**src/rcz_pkg.sv**
```systemverilog
`default_nettype none
// ----------------------------------------------------------------------------
// rcz_pkg: shared types and constants for the RGB 3x3 convolution unit
// Payload structs, register indexes and fixed arithmetic widths.
// ----------------------------------------------------------------------------
package rcz_pkg;

  localparam int PIX_W          = 8;
  localparam int RGB_W          = 3 * PIX_W;
  localparam int COEF_W         = 16;
  localparam int COEF_FRAC_BITS = 8;
  localparam int PROD_W         = PIX_W + COEF_W;
  localparam int SUM_W          = PROD_W + 4;
  localparam int CFG_W          = 48;
  localparam int CFG_IDX_W      = 3;
  localparam int IMG_W_CFG_W    = 11;
  localparam int HEIGHT_W       = 16;
  localparam int PIX_MAX        = 255;

  localparam logic [CFG_IDX_W-1:0] REG_COEF_TOP = 3'd0;
  localparam logic [CFG_IDX_W-1:0] REG_COEF_MID = 3'd1;
  localparam logic [CFG_IDX_W-1:0] REG_COEF_BOT = 3'd2;
  localparam logic [CFG_IDX_W-1:0] REG_WIDTH    = 3'd3;
  localparam logic [CFG_IDX_W-1:0] REG_HEIGHT   = 3'd4;

  localparam logic [CFG_W-1:0]    COEF_TOP_RESET = 48'd0;
  localparam logic [CFG_W-1:0]    COEF_MID_RESET = 48'd256;
  localparam logic [CFG_W-1:0]    COEF_BOT_RESET = 48'd0;
  localparam logic [HEIGHT_W-1:0] HEIGHT_RESET   = 16'd480;
  localparam int                  WIDTH_RESET    = 640;

  typedef struct packed {
    logic             flush;
    logic [PIX_W-1:0] pix_red;
    logic [PIX_W-1:0] pix_green;
    logic [PIX_W-1:0] pix_blue;
  } pix_in_t;

  typedef struct packed {
    logic [PIX_W-1:0] out_red;
    logic [PIX_W-1:0] out_green;
    logic [PIX_W-1:0] out_blue;
    logic             frame_last;
  } pix_out_t;

  // Per-item decisions from the position counters; index 0 is top row / left column.
  typedef struct packed {
    logic       emit;
    logic       last;
    logic [2:0] row_ok;
    logic [2:0] col_ok;
  } step_info_t;

endpackage
`default_nettype wire

```
**src/rcz_ctrl.sv**
```systemverilog
`default_nettype none
// ----------------------------------------------------------------------------
// rcz_ctrl: raster position tracking
// Input and output column/row counters; decides per transaction whether it
// is dropped, whether it yields a result, the border mask and frame end.
// ----------------------------------------------------------------------------
module rcz_ctrl #(
  parameter int CW = 10,
  parameter int WW = 11
) (
  input  wire                           clk,
  input  wire                           rst,
  input  wire                           take,
  input  wire                           flush,
  input  wire  [WW-1:0]                 w_eff,
  input  wire  [rcz_pkg::HEIGHT_W-1:0]  h_eff,
  output logic [CW-1:0]                 col,
  output logic                          skip,
  output rcz_pkg::step_info_t           info
);
  import rcz_pkg::*;

  logic [CW-1:0]       in_col, in_col_next, out_col, out_col_next;
  logic [HEIGHT_W-1:0] in_row, in_row_next, out_row, out_row_next;
  logic [WW-1:0]       w_m1;
  logic [HEIGHT_W-1:0] h_m1;
  logic                in_wrap, out_wrap;

  assign w_m1 = w_eff - WW'(1);
  assign h_m1 = h_eff - HEIGHT_W'(1);

  assign col  = in_col;
  // a flush before the first pixel of a frame is dropped
  assign skip = flush && (in_row == '0) && (in_col == '0);

  assign in_wrap  = WW'(in_col) >= w_m1;
  assign out_wrap = WW'(out_col) >= w_m1;

  always_comb begin
    info.emit      = (in_row >= HEIGHT_W'(2)) || ((in_row == HEIGHT_W'(1)) && (in_col != '0));
    info.row_ok[0] = (out_row != '0) && (out_row <= h_eff);
    info.row_ok[1] = out_row < h_eff;
    info.row_ok[2] = out_row < h_m1;
    info.col_ok[0] = (out_col != '0) && (WW'(out_col) <= w_eff);
    info.col_ok[1] = WW'(out_col) < w_eff;
    info.col_ok[2] = WW'(out_col) < w_m1;
    info.last      = info.emit && (out_row >= h_m1) && out_wrap;
  end

  always_comb begin
    in_col_next  = in_col;
    in_row_next  = in_row;
    out_col_next = out_col;
    out_row_next = out_row;
    if (in_wrap) begin
      in_col_next = '0;
      if (in_row != '1) in_row_next = in_row + HEIGHT_W'(1);
    end else begin
      in_col_next = in_col + CW'(1);
    end
    if (info.last) begin
      in_col_next  = '0;
      in_row_next  = '0;
      out_col_next = '0;
      out_row_next = '0;
    end else if (info.emit) begin
      if (out_wrap) begin
        out_col_next = '0;
        if (out_row != '1) out_row_next = out_row + HEIGHT_W'(1);
      end else begin
        out_col_next = out_col + CW'(1);
      end
    end
  end

  always_ff @(posedge clk) begin
    if (rst) begin
      in_col  <= '0;
      in_row  <= '0;
      out_col <= '0;
      out_row <= '0;
    end else if (take && !skip) begin
      in_col  <= in_col_next;
      in_row  <= in_row_next;
      out_col <= out_col_next;
      out_row <= out_row_next;
    end
  end

endmodule
`default_nettype wire

```
**config.mk**
```make
export PLATFORM = sky130hd
export DESIGN_NAME = rcz_ctrl
export DESIGN_NICKNAME = d
export VERILOG_FILES = /design/src/rcz_pkg.sv /design/src/rcz_ctrl.sv
export SDC_FILE = /design/constraint.sdc
export NUM_CORES = 1
export LEC_CHECK = 0
export ABC_AREA = 1
export BUFFER_PORTS_ARGS = -buffer_cell sky130_fd_sc_hd__buf_2
export CORE_MARGIN = 2
export CORE_UTILIZATION = 52
export DETAILED_ROUTE_END_ITERATION = 12
export PLACE_DENSITY_LB_ADDON = 0.25
export SLEW_MARGIN = 20
export SYNTH_ARGS = -nofsm -noshare
export SYNTH_HDL_FRONTEND = slang
export SYNTH_SLANG_ARGS = --single-unit
```
**constraint.sdc**
```tcl
create_clock -name clk -period 7.2 [get_ports clk]
set_input_delay 1.44 -clock clk [delete_from_list [all_inputs] [get_ports clk]]
set_output_delay 1.44 -clock clk [all_outputs]
set_load 0.01 [all_outputs]
```
==> results of run 1 <==
[flip-flops by register name (all words and copies together), names as in the netlist]
| name | count |
|---|---|
| col | 10 |
| out_row | 16 |
| out_col | 10 |
| in_row | 16 |
[routing by layer]
layer	share of wire, %	up-vias	GRT usage [%]	routed length (um)
li1	-	2761	-	-
met1	45	2472	30.5	6120
met2	48	135	43.4	6510
met3	3.9	30	2.80	526
met4	2.2	0	8.63	299
met5	0	-	0	0
[cell families (layout without fill, tap and decap cells)]
group,count (synthesis),after routing,synth area share (%)
buffers and inverters,131,173,10.2
XOR/XNOR,51,51,8.15
AND/OR/NAND/NOR,411,411,36.2
adder cells (fa/ha/maj),74,74,16.9
flip-flops,52,52,19.0
AO/OA/AOI/OAI,93,93,9.55
[how the worst min path moves through the flow]
stage	to	slack, ns	cells after the start
after floorplan	out_col[0]	0.47	2
after global placement	out_col[0]	0.50	2
after detailed placement	out_col[0]	0.51	2
after CTS	out_col[0]	0.53	2
after global routing	out_col[0]	0.54	2
final	out_col[0]	0.53	2
[layout make-up]
class                   instances  area (um^2)
clock buffers                   6         82.6
clock inverters                 1         8.76
fillers                      1028         4400
inverters                     116          443
multi-input cells             629         3880
flip-flops and latches         52         1040
well taps                     136          170
repair buffers                 50          253
[Yosys cell counts, types with 4 or more instances]
master and n:
inv_2 6, nor2_2 6, a21oi_1 57, xnor2_1 8, inv_1 108, buf_2 4, nand3_1 63, nand2_4 5
nor2_1 86, nand2_2 15, dfxtp_1 52, nor3_1 25, o21ai_0 19, nand4_1 37, nor4_1 9, buf_6 4
a21oi_2 11, ha_1 74, nand2_1 149, xor2_1 43
[power breakdown]
group	switching [mW]	internal (mW)	leakage [nW]
logic	0.0729	0.0402	2.39
clock network	0.103	0.0770	0.0473
registers	0.00543	0.291	0.420
[worst max-delay path: cells and delay by family]
family / cells / cell delay [ns]
buffers and inverters: 5 / 0.60
xor gates and xnor gates: 1 / 0.15
adders and majority gates: 1 / 0.29
and+or+nand+nor: 13 / 1.94
[per-stage QoR]
step                      utilization, %  hold WS [ns]  worst slack (ns)
final                               57.2         0.529              1.34
after global routing                57.2         0.542             0.917
after CTS                           57.2         0.526              1.35
after detailed placement            56.3         0.507              1.38
after global placement              56.3         0.496              1.51
after floorplan                        -         0.466              1.96
==> reports/metrics.cfg, run 1 <==
[routing]
num_vias=5398
firstDrtPassIters=5
drc_errors=0
wl_per_cell_um=13.6
drt-initial-drc-count=326
drtAntennaViolNets=0
routed_wl_um=13500
via_per_inst=5.45

[status]
outcome=complete, no violations

[timing]
finClkSkew_ns=0.00828
finalHoldViolCount=0
min_period_over_period_pct=81.4
tns_ns=0
fmax_mhz=171
worstMarginPinSlew_ns=0.891
relSlewSlack_pct=40.5
fin_crit_ns=5.86
drv_slew=0
rsz0062_at_grt=false
setup-violations-final=0

[layout]
fin_area_um2=5880
stdcell_count=990
fin_nets=959
drive_gt1_share_pct=13.5
diodes=0
syn_to_final_growth_pct=7.31
layout_commonest_cell=nand2_1
final_cell_mix=149 x nand2_1, 108 x inv_1, 86 x nor2_1

[floorplan]
start_util_pct=53.3
coreArea_um2=10300
io_pins=50
die-width_um=107
row_count=37
die_h_um=107
dieArea_um2=11400

[critical_path]
rr_endpoint=out_row[10]
worstSetupStartpoint=h_eff[0]
worstPathArrival_ns=4.42
endpoint=info[6]
slowest_delay_ns=0.29
r2r_setup_slack_ns=4.19
crit_type=in2out
crit_required_ns=5.76
worstPathMaxFanout=11
path_cells=buf_2 -> inv_1 -> nand3_1 -> nor3_2 -> nand2_1 -> nor3_2 -> nand2_1 -> nor2_1 -> nand3_1 -> xor2_1 -> inv_1 -> ha_1 -> nand2_1 -> nor3_1 -> nand3_1 -> nand3_1 -> nand2_4 -> nor2_1 -> buf_4 -> buf_2
start_kind=input port
endpoint_kind=output pin
r2r-start=in_row[0]
cpMostUsedCell=nand3_1
ff2ff_path_depth=12
cp_slowest_cell=ha_1

[yosys]
ys_ff_latch=52
synthTopCellsByArea=dfxtp_1 19%, ha_1 17%, nand2_1 10%
postSynthCellCount=812
ys.flop_type=dfxtp_1
syn_nets=917
synthesis.area_um2=5480
synth_area_per_cell_um2=6.75
ys_warn_count=0
synth-edff-count=0
ys_types=36
yosys.area.top_type=dfxtp_1
ys_seq_area_share_pct=19.0
synth_top_area_share_pct=19.0
ys_async_sr_fraction_pct=0

[clock_network]
ctsResizeCount=0
cts_tree=built
post_cts_buffers=0
cts_sinks=52
holdBufCountCts=0
clkTransAtPathRegs_ns=0.10
clock_latency_ns=0.32
cts_made_buffers=5
htreeDepth=2
cts_max_path_buffers=2
cts_root_buf=clkbuf_8

[global_routing]
grtUsageTotal_pct=24.4
grt_pass1_wl_um=23100
grt_pass1_vias=5203
grt_max_degree=34
antenna_found_initial=0
grt_overflow=0

[placement]
port_buffers=49
gp_congestion=0.891
place_hpwl_um=10700
placed_area_um2=5790
dp_cells=983

[power_and_ir_drop]
p_leak_nw=2.86
total_power_mw=0.589
power_density_nw_per_um2=100
irDropWorstVdd_mv=0.0649

[job]
drv_cap=0

[min_path]
hp-class=reg2reg
hp-start=out_col[0]

Power figures use the tool's default switching activity.
==> inputs of run 2 (changes only) <==
--- a/config.mk
+++ b/config.mk
@@ -5,7 +5,7 @@
 export SDC_FILE = /design/constraint.sdc
 export NUM_CORES = 1
 export LEC_CHECK = 0
-export ABC_AREA = 1
+export ABC_AREA = 0
 export BUFFER_PORTS_ARGS = -buffer_cell sky130_fd_sc_hd__buf_2
 export CORE_MARGIN = 2
 export CORE_UTILIZATION = 52
==> constraint.sdc (replaced) <==
create_clock -name clk -period 5.9 [get_ports clk]
set_input_delay 1.18 -clock clk [delete_from_list [all_inputs] [get_ports clk]]
set_output_delay 1.18 -clock clk [all_outputs]
set_load 0.01 [all_outputs]
==> reports/metrics.cfg, run 2 <==
[placement]
placed_area_um2=5000  ; -14%
pre_cts_ws_ns=0.252  ; -1.13 ns
place_hpwl_um=9280  ; -13%
gp_congestion=0.934  ; +4.8%
port_buffers=49  ; unchanged

[yosys]
synth-edff-count=0  ; unchanged
ys_warn_count=0  ; unchanged
synth_common_cells=74 x ha_1, 52 x dfxtp_1, 52 x nor2_1
yosys.area.top_type=dfxtp_1
synth_top_area_share_pct=22.2  ; +3.2 points
synthTopCellsByArea=dfxtp_1 22%, ha_1 20%, xnor2_1 6.5%
postSynthCellCount=587  ; -28%
ys_seq_area_share_pct=22.2  ; +3.2 points
synth_area_per_cell_um2=7.98  ; +18%
ys_ff_latch=52  ; unchanged
synth_most_common_cell=ha_1
synthesis.area_um2=4690  ; -14%
ys_async_sr_fraction_pct=0  ; unchanged
ys.flop_type=dfxtp_1
ys_types=55  ; +53%
syn_nets=692  ; -25%

[status]
outcome=complete, no violations

[layout]
diodes=0  ; unchanged
fin_nets=735  ; -23%
final_cell_mix=74 x ha_1, 52 x nor2_1, 52 x dfxtp_1
reg.largest.list=in_row (16), out_row (16)
layout_commonest_cell=ha_1
drive_gt1_share_pct=11.3  ; -2.2 points
syn_to_final_growth_pct=9.00
fin_area_um2=5110  ; -13%

[global_routing]
grt_pass1_wl_um=20700  ; -11%
grtUsageTotal_pct=25.0  ; +0.55 points
antenna_found_initial=0  ; unchanged
grt_pass1_vias=4470  ; -14%
grt_overflow=0  ; unchanged
grt_max_degree=27  ; -21%

[floorplan]
die_h_um=98.9  ; -7.2%
io_pins=50  ; unchanged
start_util_pct=53.7  ; +0.42 points
row_count=34  ; -8.1%
dieArea_um2=9790  ; -14%
die-width_um=98.9  ; -7.2%
coreArea_um2=8720  ; -15%

[power_and_ir_drop]
p_sw_share_pct=29.1  ; -1.6 points
p_leak_nw=2.18  ; -24%
internal_power_mw=0.481  ; +18%
power_density_nw_per_um2=133  ; +32%
clockPowerShare_pct=32.3  ; +1.8 points
combPwrFrac_pct=15.5  ; -3.7 points
p_switching_mw=0.197  ; +9.0%
total_power_mw=0.678  ; +15%
seq_power_share_pct=52.2  ; +1.9 points
irDropWorstVdd_mv=0.0869  ; +34%

[routing]
routed_wl_um=11800  ; -12%
drtAntennaViolNets=0  ; unchanged
drc_errors=0  ; unchanged
firstDrtPassIters=5  ; unchanged
num_vias=4599  ; -15%
via_per_inst=6.22  ; +14%
wl_per_cell_um=16.0  ; +18%
drt-initial-drc-count=212  ; -35%

[clock_network]
cts_max_path_buffers=2  ; unchanged
clkTransAtPathRegs_ns=0.10  ; about the same
cts_root_buf=clkbuf_8
htreeDepth=2  ; unchanged
cts_made_buffers=5  ; unchanged
cts_sinks=52  ; unchanged
cts_tree=built
clock_latency_ns=0.32  ; about the same
holdBufCountCts=0  ; unchanged

[timing]
fin_crit_ns=5.50
tns_ns=0  ; unchanged
worst_slack_ns=0.403  ; -0.939 ns
setup-violations-final=0  ; unchanged
hold_slack_ns=0.557  ; +0.0271 ns
drv_slew=0  ; unchanged
relSlewSlack_pct=40.7  ; +0.15 points
rsz0062_at_grt=false
finalHoldViolCount=0  ; unchanged
finClkSkew_ns=0.00915  ; +0.000876 ns
worstMarginPinSlew_ns=0.883  ; -0.00882 ns
fmax_mhz=182
min_period_over_period_pct=93.2

[job]
drv_cap=0  ; unchanged

[min_path]
hp-class=reg2reg
whs_path_depth=2  ; unchanged

[critical_path]
cp_slowest_cell=nor4_2
worstPathMaxFanout=8  ; -3
crit_required_ns=4.72  ; -1.04 ns
endpoint_kind=output pin
crit_type=in2out
cpMostUsedCell=nand2_1
ff2ff_path_depth=9  ; -3
worstPathArrival_ns=4.32  ; -0.10 ns
path_cells=buf_2 -> nor4_1 -> nand2_1 -> nor4_2 -> nand2_1 -> nor4_1 -> xnor2_1 -> ha_1 -> nand4_1 -> nor4_2 -> a21boi_1 -> o31a_2 -> nand2_1 -> inv_2 -> buf_2
start_kind=input port
slowest_delay_ns=0.34  ; +0.05 ns

## run 2: final timing paths
check                           slack [ns]        from         end
worst max-delay path                  0.40    h_eff[3]     info[6]
worst min-delay path                  0.56  in_row[15]  in_row[15]
worst max register to register        3.05  out_col[0]  out_row[7]
worst min register to register        0.56  in_row[15]  in_row[15]
## run 2: metrics by stage
step,util (%),instances
floorplan,-,587
global placement,57.3,731
detailed placement,57.3,731
CTS,58.4,739
global route,58.6,739
finish,58.6,739
## run 2: area by class of cell
cell class,count,area (um^2)
multi-input cells,479,3420
well taps,108,135
clock inverters,3,27.5
fillers,780,3610
inverters,40,150
flip-flops and latches,52,1040
clock buffers,5,68.8
repair buffers,52,268
## run 2: repair_timing
item                                    CTS  global route
resized for setup                         0             3
hold endpoints to repair                  0             0
endpoints found under the setup margin    0             1
setup buffers                             0             0
## run 2: worst max-delay path: cells and delay by family
kind,cells,cell delay (ns)
compound gates,2,0.51
xor+xnor,1,0.12
fa+ha+maj,1,0.30
buf+inv,3,0.39
simple gates,8,1.81
## run 2: power by group through the flow
| stage | Sequential (mW) | Combinational (mW) | Clock (mW) |
|---|---|---|---|
| global placement | 0.362 | 0.0992 | 0 |
| finish | 0.354 | 0.105 | 0.219 |
| CTS | 0.354 | 0.104 | 0.225 |
| global route | 0.354 | 0.120 | 0.240 |
| detailed placement | 0.362 | 0.103 | 0 |
| floorplan | 0.362 | 0.0662 | 0 |
## run 2: metal layers
| metal | vias to the layer above | track usage (%) | wire (um) |
|---|---|---|---|
| met2 | 145 | 40.6 | 5350 |
| met4 | 0 | 7.17 | 250 |
| met5 | - | 0 | 0 |
| met1 | 2170 | 34.0 | 5560 |
| li1 | 2253 | - | - |
| met3 | 31 | 4.47 | 634 |
## run 2: logic make-up (layout without fill, tap and decap cells)
kind of cell    after synthesis  in the layout  share of synthesized area [%]
mux                           2              2                          0.481
flops                        52             52                           22.2
buf+inv                      56            100                           5.13
xor+xnor                     43             43                           8.04
fa+ha+maj                    74             74                           19.8
simple gates                238            238                           27.6
compound gates              122            122                           16.7
==> inputs of run 3 (changes only) <==
--- a/config.mk
+++ b/config.mk
@@ -9,6 +9,7 @@
 export BUFFER_PORTS_ARGS = -buffer_cell sky130_fd_sc_hd__buf_2
 export CORE_MARGIN = 2
 export CORE_UTILIZATION = 52
+export CTS_BUF_LIST = sky130_fd_sc_hd__clkbuf_16
 export DETAILED_ROUTE_END_ITERATION = 12
 export PLACE_DENSITY_LB_ADDON = 0.25
 export SLEW_MARGIN = 20
==> reports/metrics.cfg, run 3 (same netlist as run 2, synthesis figures left out) <==
[status]
outcome=complete, no violations

[routing]
routed_wl_um=11800  ; -0.31%
via_per_inst=6.24  ; +0.33%
drtAntennaViolNets=0  ; unchanged
firstDrtPassIters=5  ; unchanged
drc_errors=0  ; unchanged
wl_per_cell_um=15.9  ; -0.31%
num_vias=4614  ; +0.33%
drt-initial-drc-count=201  ; -5.2%

[global_routing]
grtUsageTotal_pct=25.1  ; +0.16 points
grt_pass1_wl_um=20800  ; +0.67%
grt_overflow=0  ; unchanged
grt_max_degree=27  ; unchanged
grt_pass1_vias=4495  ; +0.56%
antenna_found_initial=0  ; unchanged

[critical_path]
endpoint_kind=output pin
r2r_setup_slack_ns=3.04  ; about the same
worstPathArrival_ns=4.33  ; about the same
path_cells=buf_2 -> nor4_1 -> nand2_1 -> nor4_2 -> nand2_1 -> nor4_1 -> xnor2_1 -> ha_1 -> nand4_1 -> nor4_2 -> a21boi_1 -> o31a_2 -> nand2_1 -> inv_2 -> buf_2
slowest_delay_ns=0.34  ; about the same
crit_type=in2out
crit_required_ns=4.72  ; about the same
cp_slowest_cell=nor4_2
cpMostUsedCell=nand2_1
worstPathMaxFanout=8  ; unchanged
worst-path-buf-inv=3  ; unchanged
critical_path.top_delay_family=simple AND/OR/NAND/NOR gates
start_kind=input port

[min_path]
hp-class=reg2reg

[layout]
layout_commonest_cell=ha_1
nFillCells=779  ; -0.13%
stdcell_count=739  ; unchanged
drive_gt1_share_pct=11.3  ; unchanged
diodes=0  ; unchanged
reg.largest.list=in_row (16), out_row (16)
syn_to_final_growth_pct=10.2
fin_nets=735  ; unchanged
final_cell_mix=74 x ha_1, 52 x nor2_1, 52 x dfxtp_1

[clock_network]
post_cts_buffers=0  ; unchanged
clkTransAtPathRegs_ns=0.07  ; -0.03 ns
htreeDepth=2  ; unchanged
cts_sinks=52  ; unchanged
cts_made_buffers=5  ; unchanged
clock_latency_ns=0.29  ; -0.03 ns
cts_root_buf=clkbuf_16
cts_max_path_buffers=2  ; unchanged
cts_tree=built

[timing]
finClkSkew_ns=0.00677  ; -0.00238 ns
worstMarginPinSlew_ns=0.891  ; +0.00879 ns
rsz0062_at_grt=false
fmax_mhz=182  ; -0.15%
tns_ns=0  ; unchanged
drv_slew=0  ; unchanged
min_period_over_period_pct=93.3  ; +0.14 points
finalHoldViolCount=0  ; unchanged
fin_crit_ns=5.51  ; +0.00840 ns
relSlewSlack_pct=40.1  ; -0.59 points
setup-violations-final=0  ; unchanged
worst_slack_ns=0.395  ; -0.00840 ns

[power_and_ir_drop]
p_leak_nw=2.20  ; +1.2%
irDropWorstVdd_mv=0.114  ; +31%
total_power_mw=0.757  ; +12%
power_density_nw_per_um2=147  ; +10%

[floorplan]
die-width_um=98.9  ; unchanged
io_pins=50  ; unchanged
die_h_um=98.9  ; unchanged
start_util_pct=53.7  ; unchanged
row_count=34  ; unchanged
coreArea_um2=8720  ; unchanged
dieArea_um2=9790  ; unchanged

[placement]
port_buffers=49  ; unchanged
dp_cells=731  ; unchanged
place_hpwl_um=9280  ; unchanged
pre_cts_ws_ns=0.252  ; unchanged
gp_congestion=0.934  ; unchanged

[job]
drv_cap=0  ; unchanged

-- run 3: cell counts in the layout (fill, tap and decap cells not counted) --
Identical to the previous run, type by type.
-- run 3: worst min-delay path, stage by stage, from the launching register on --
cell	delay (ns)
dfxtp_1	0.36
xnor2_1	0.08
nor2_1	0.07
-- run 3: worst paths after layout --
kind | from | end | depth (start not counted)
max | h_eff[3] | info[6] | 15
min | in_row[15] | in_row[15] | 2
max reg2reg | out_col[0] | out_row[7] | 9
min reg2reg | in_row[15] | in_row[15] | 2
-- run 3: stage by stage --
stage | hold WS (ns) | util (%) | cell area, um^2
3_5_place_dp | 0.537 | 57.3 | 5000
2_1_floorplan | 0.493 | - | 4690
5_1_grt | 0.584 | 59.2 | 5160
4_1_cts | 0.556 | 59.1 | 5150
3_3_place_gp | 0.527 | 57.3 | 5000
6_report | 0.549 | 59.2 | 5160
-- run 3: repair_timing --
| item | CTS | global route |
|---|---|---|
| hold buffers | 0 | 0 |
| setup endpoints to repair | 0 | 1 |
| resized for setup | 0 | 3 |
-- run 3: routing by layer --
metal / vias to the layer above / track usage (%) / part of all wire, %
met5: - / 0 / 0
met3: 29 / 3.97 / 5.0
li1: 2263 / - / -
met4: 0 / 8.43 / 2.2
met1: 2173 / 33.8 / 47
met2: 149 / 41.1 / 46
-- run 3: final cells by class --
cell class / count / area (um^2) / share of cell area (%)
Timing Repair Buffer: 52 / 268 / 5.19
Clock buffer: 5 / 125 / 2.42
Inverter: 40 / 150 / 2.91
Clock inverter: 3 / 27.5 / 0.533
Sequential cell: 52 / 1040 / 20.2
Multi-Input combinational cell: 479 / 3420 / 66.2
Tap cell: 108 / 135 / 2.62
-- run 3: power breakdown --
group	total [mW]	internal [mW]	leakage, nW	switching (mW)
logic	0.105	0.0412	1.71	0.0639
clock network	0.298	0.161	0.0719	0.137
registers	0.354	0.352	0.419	0.00186
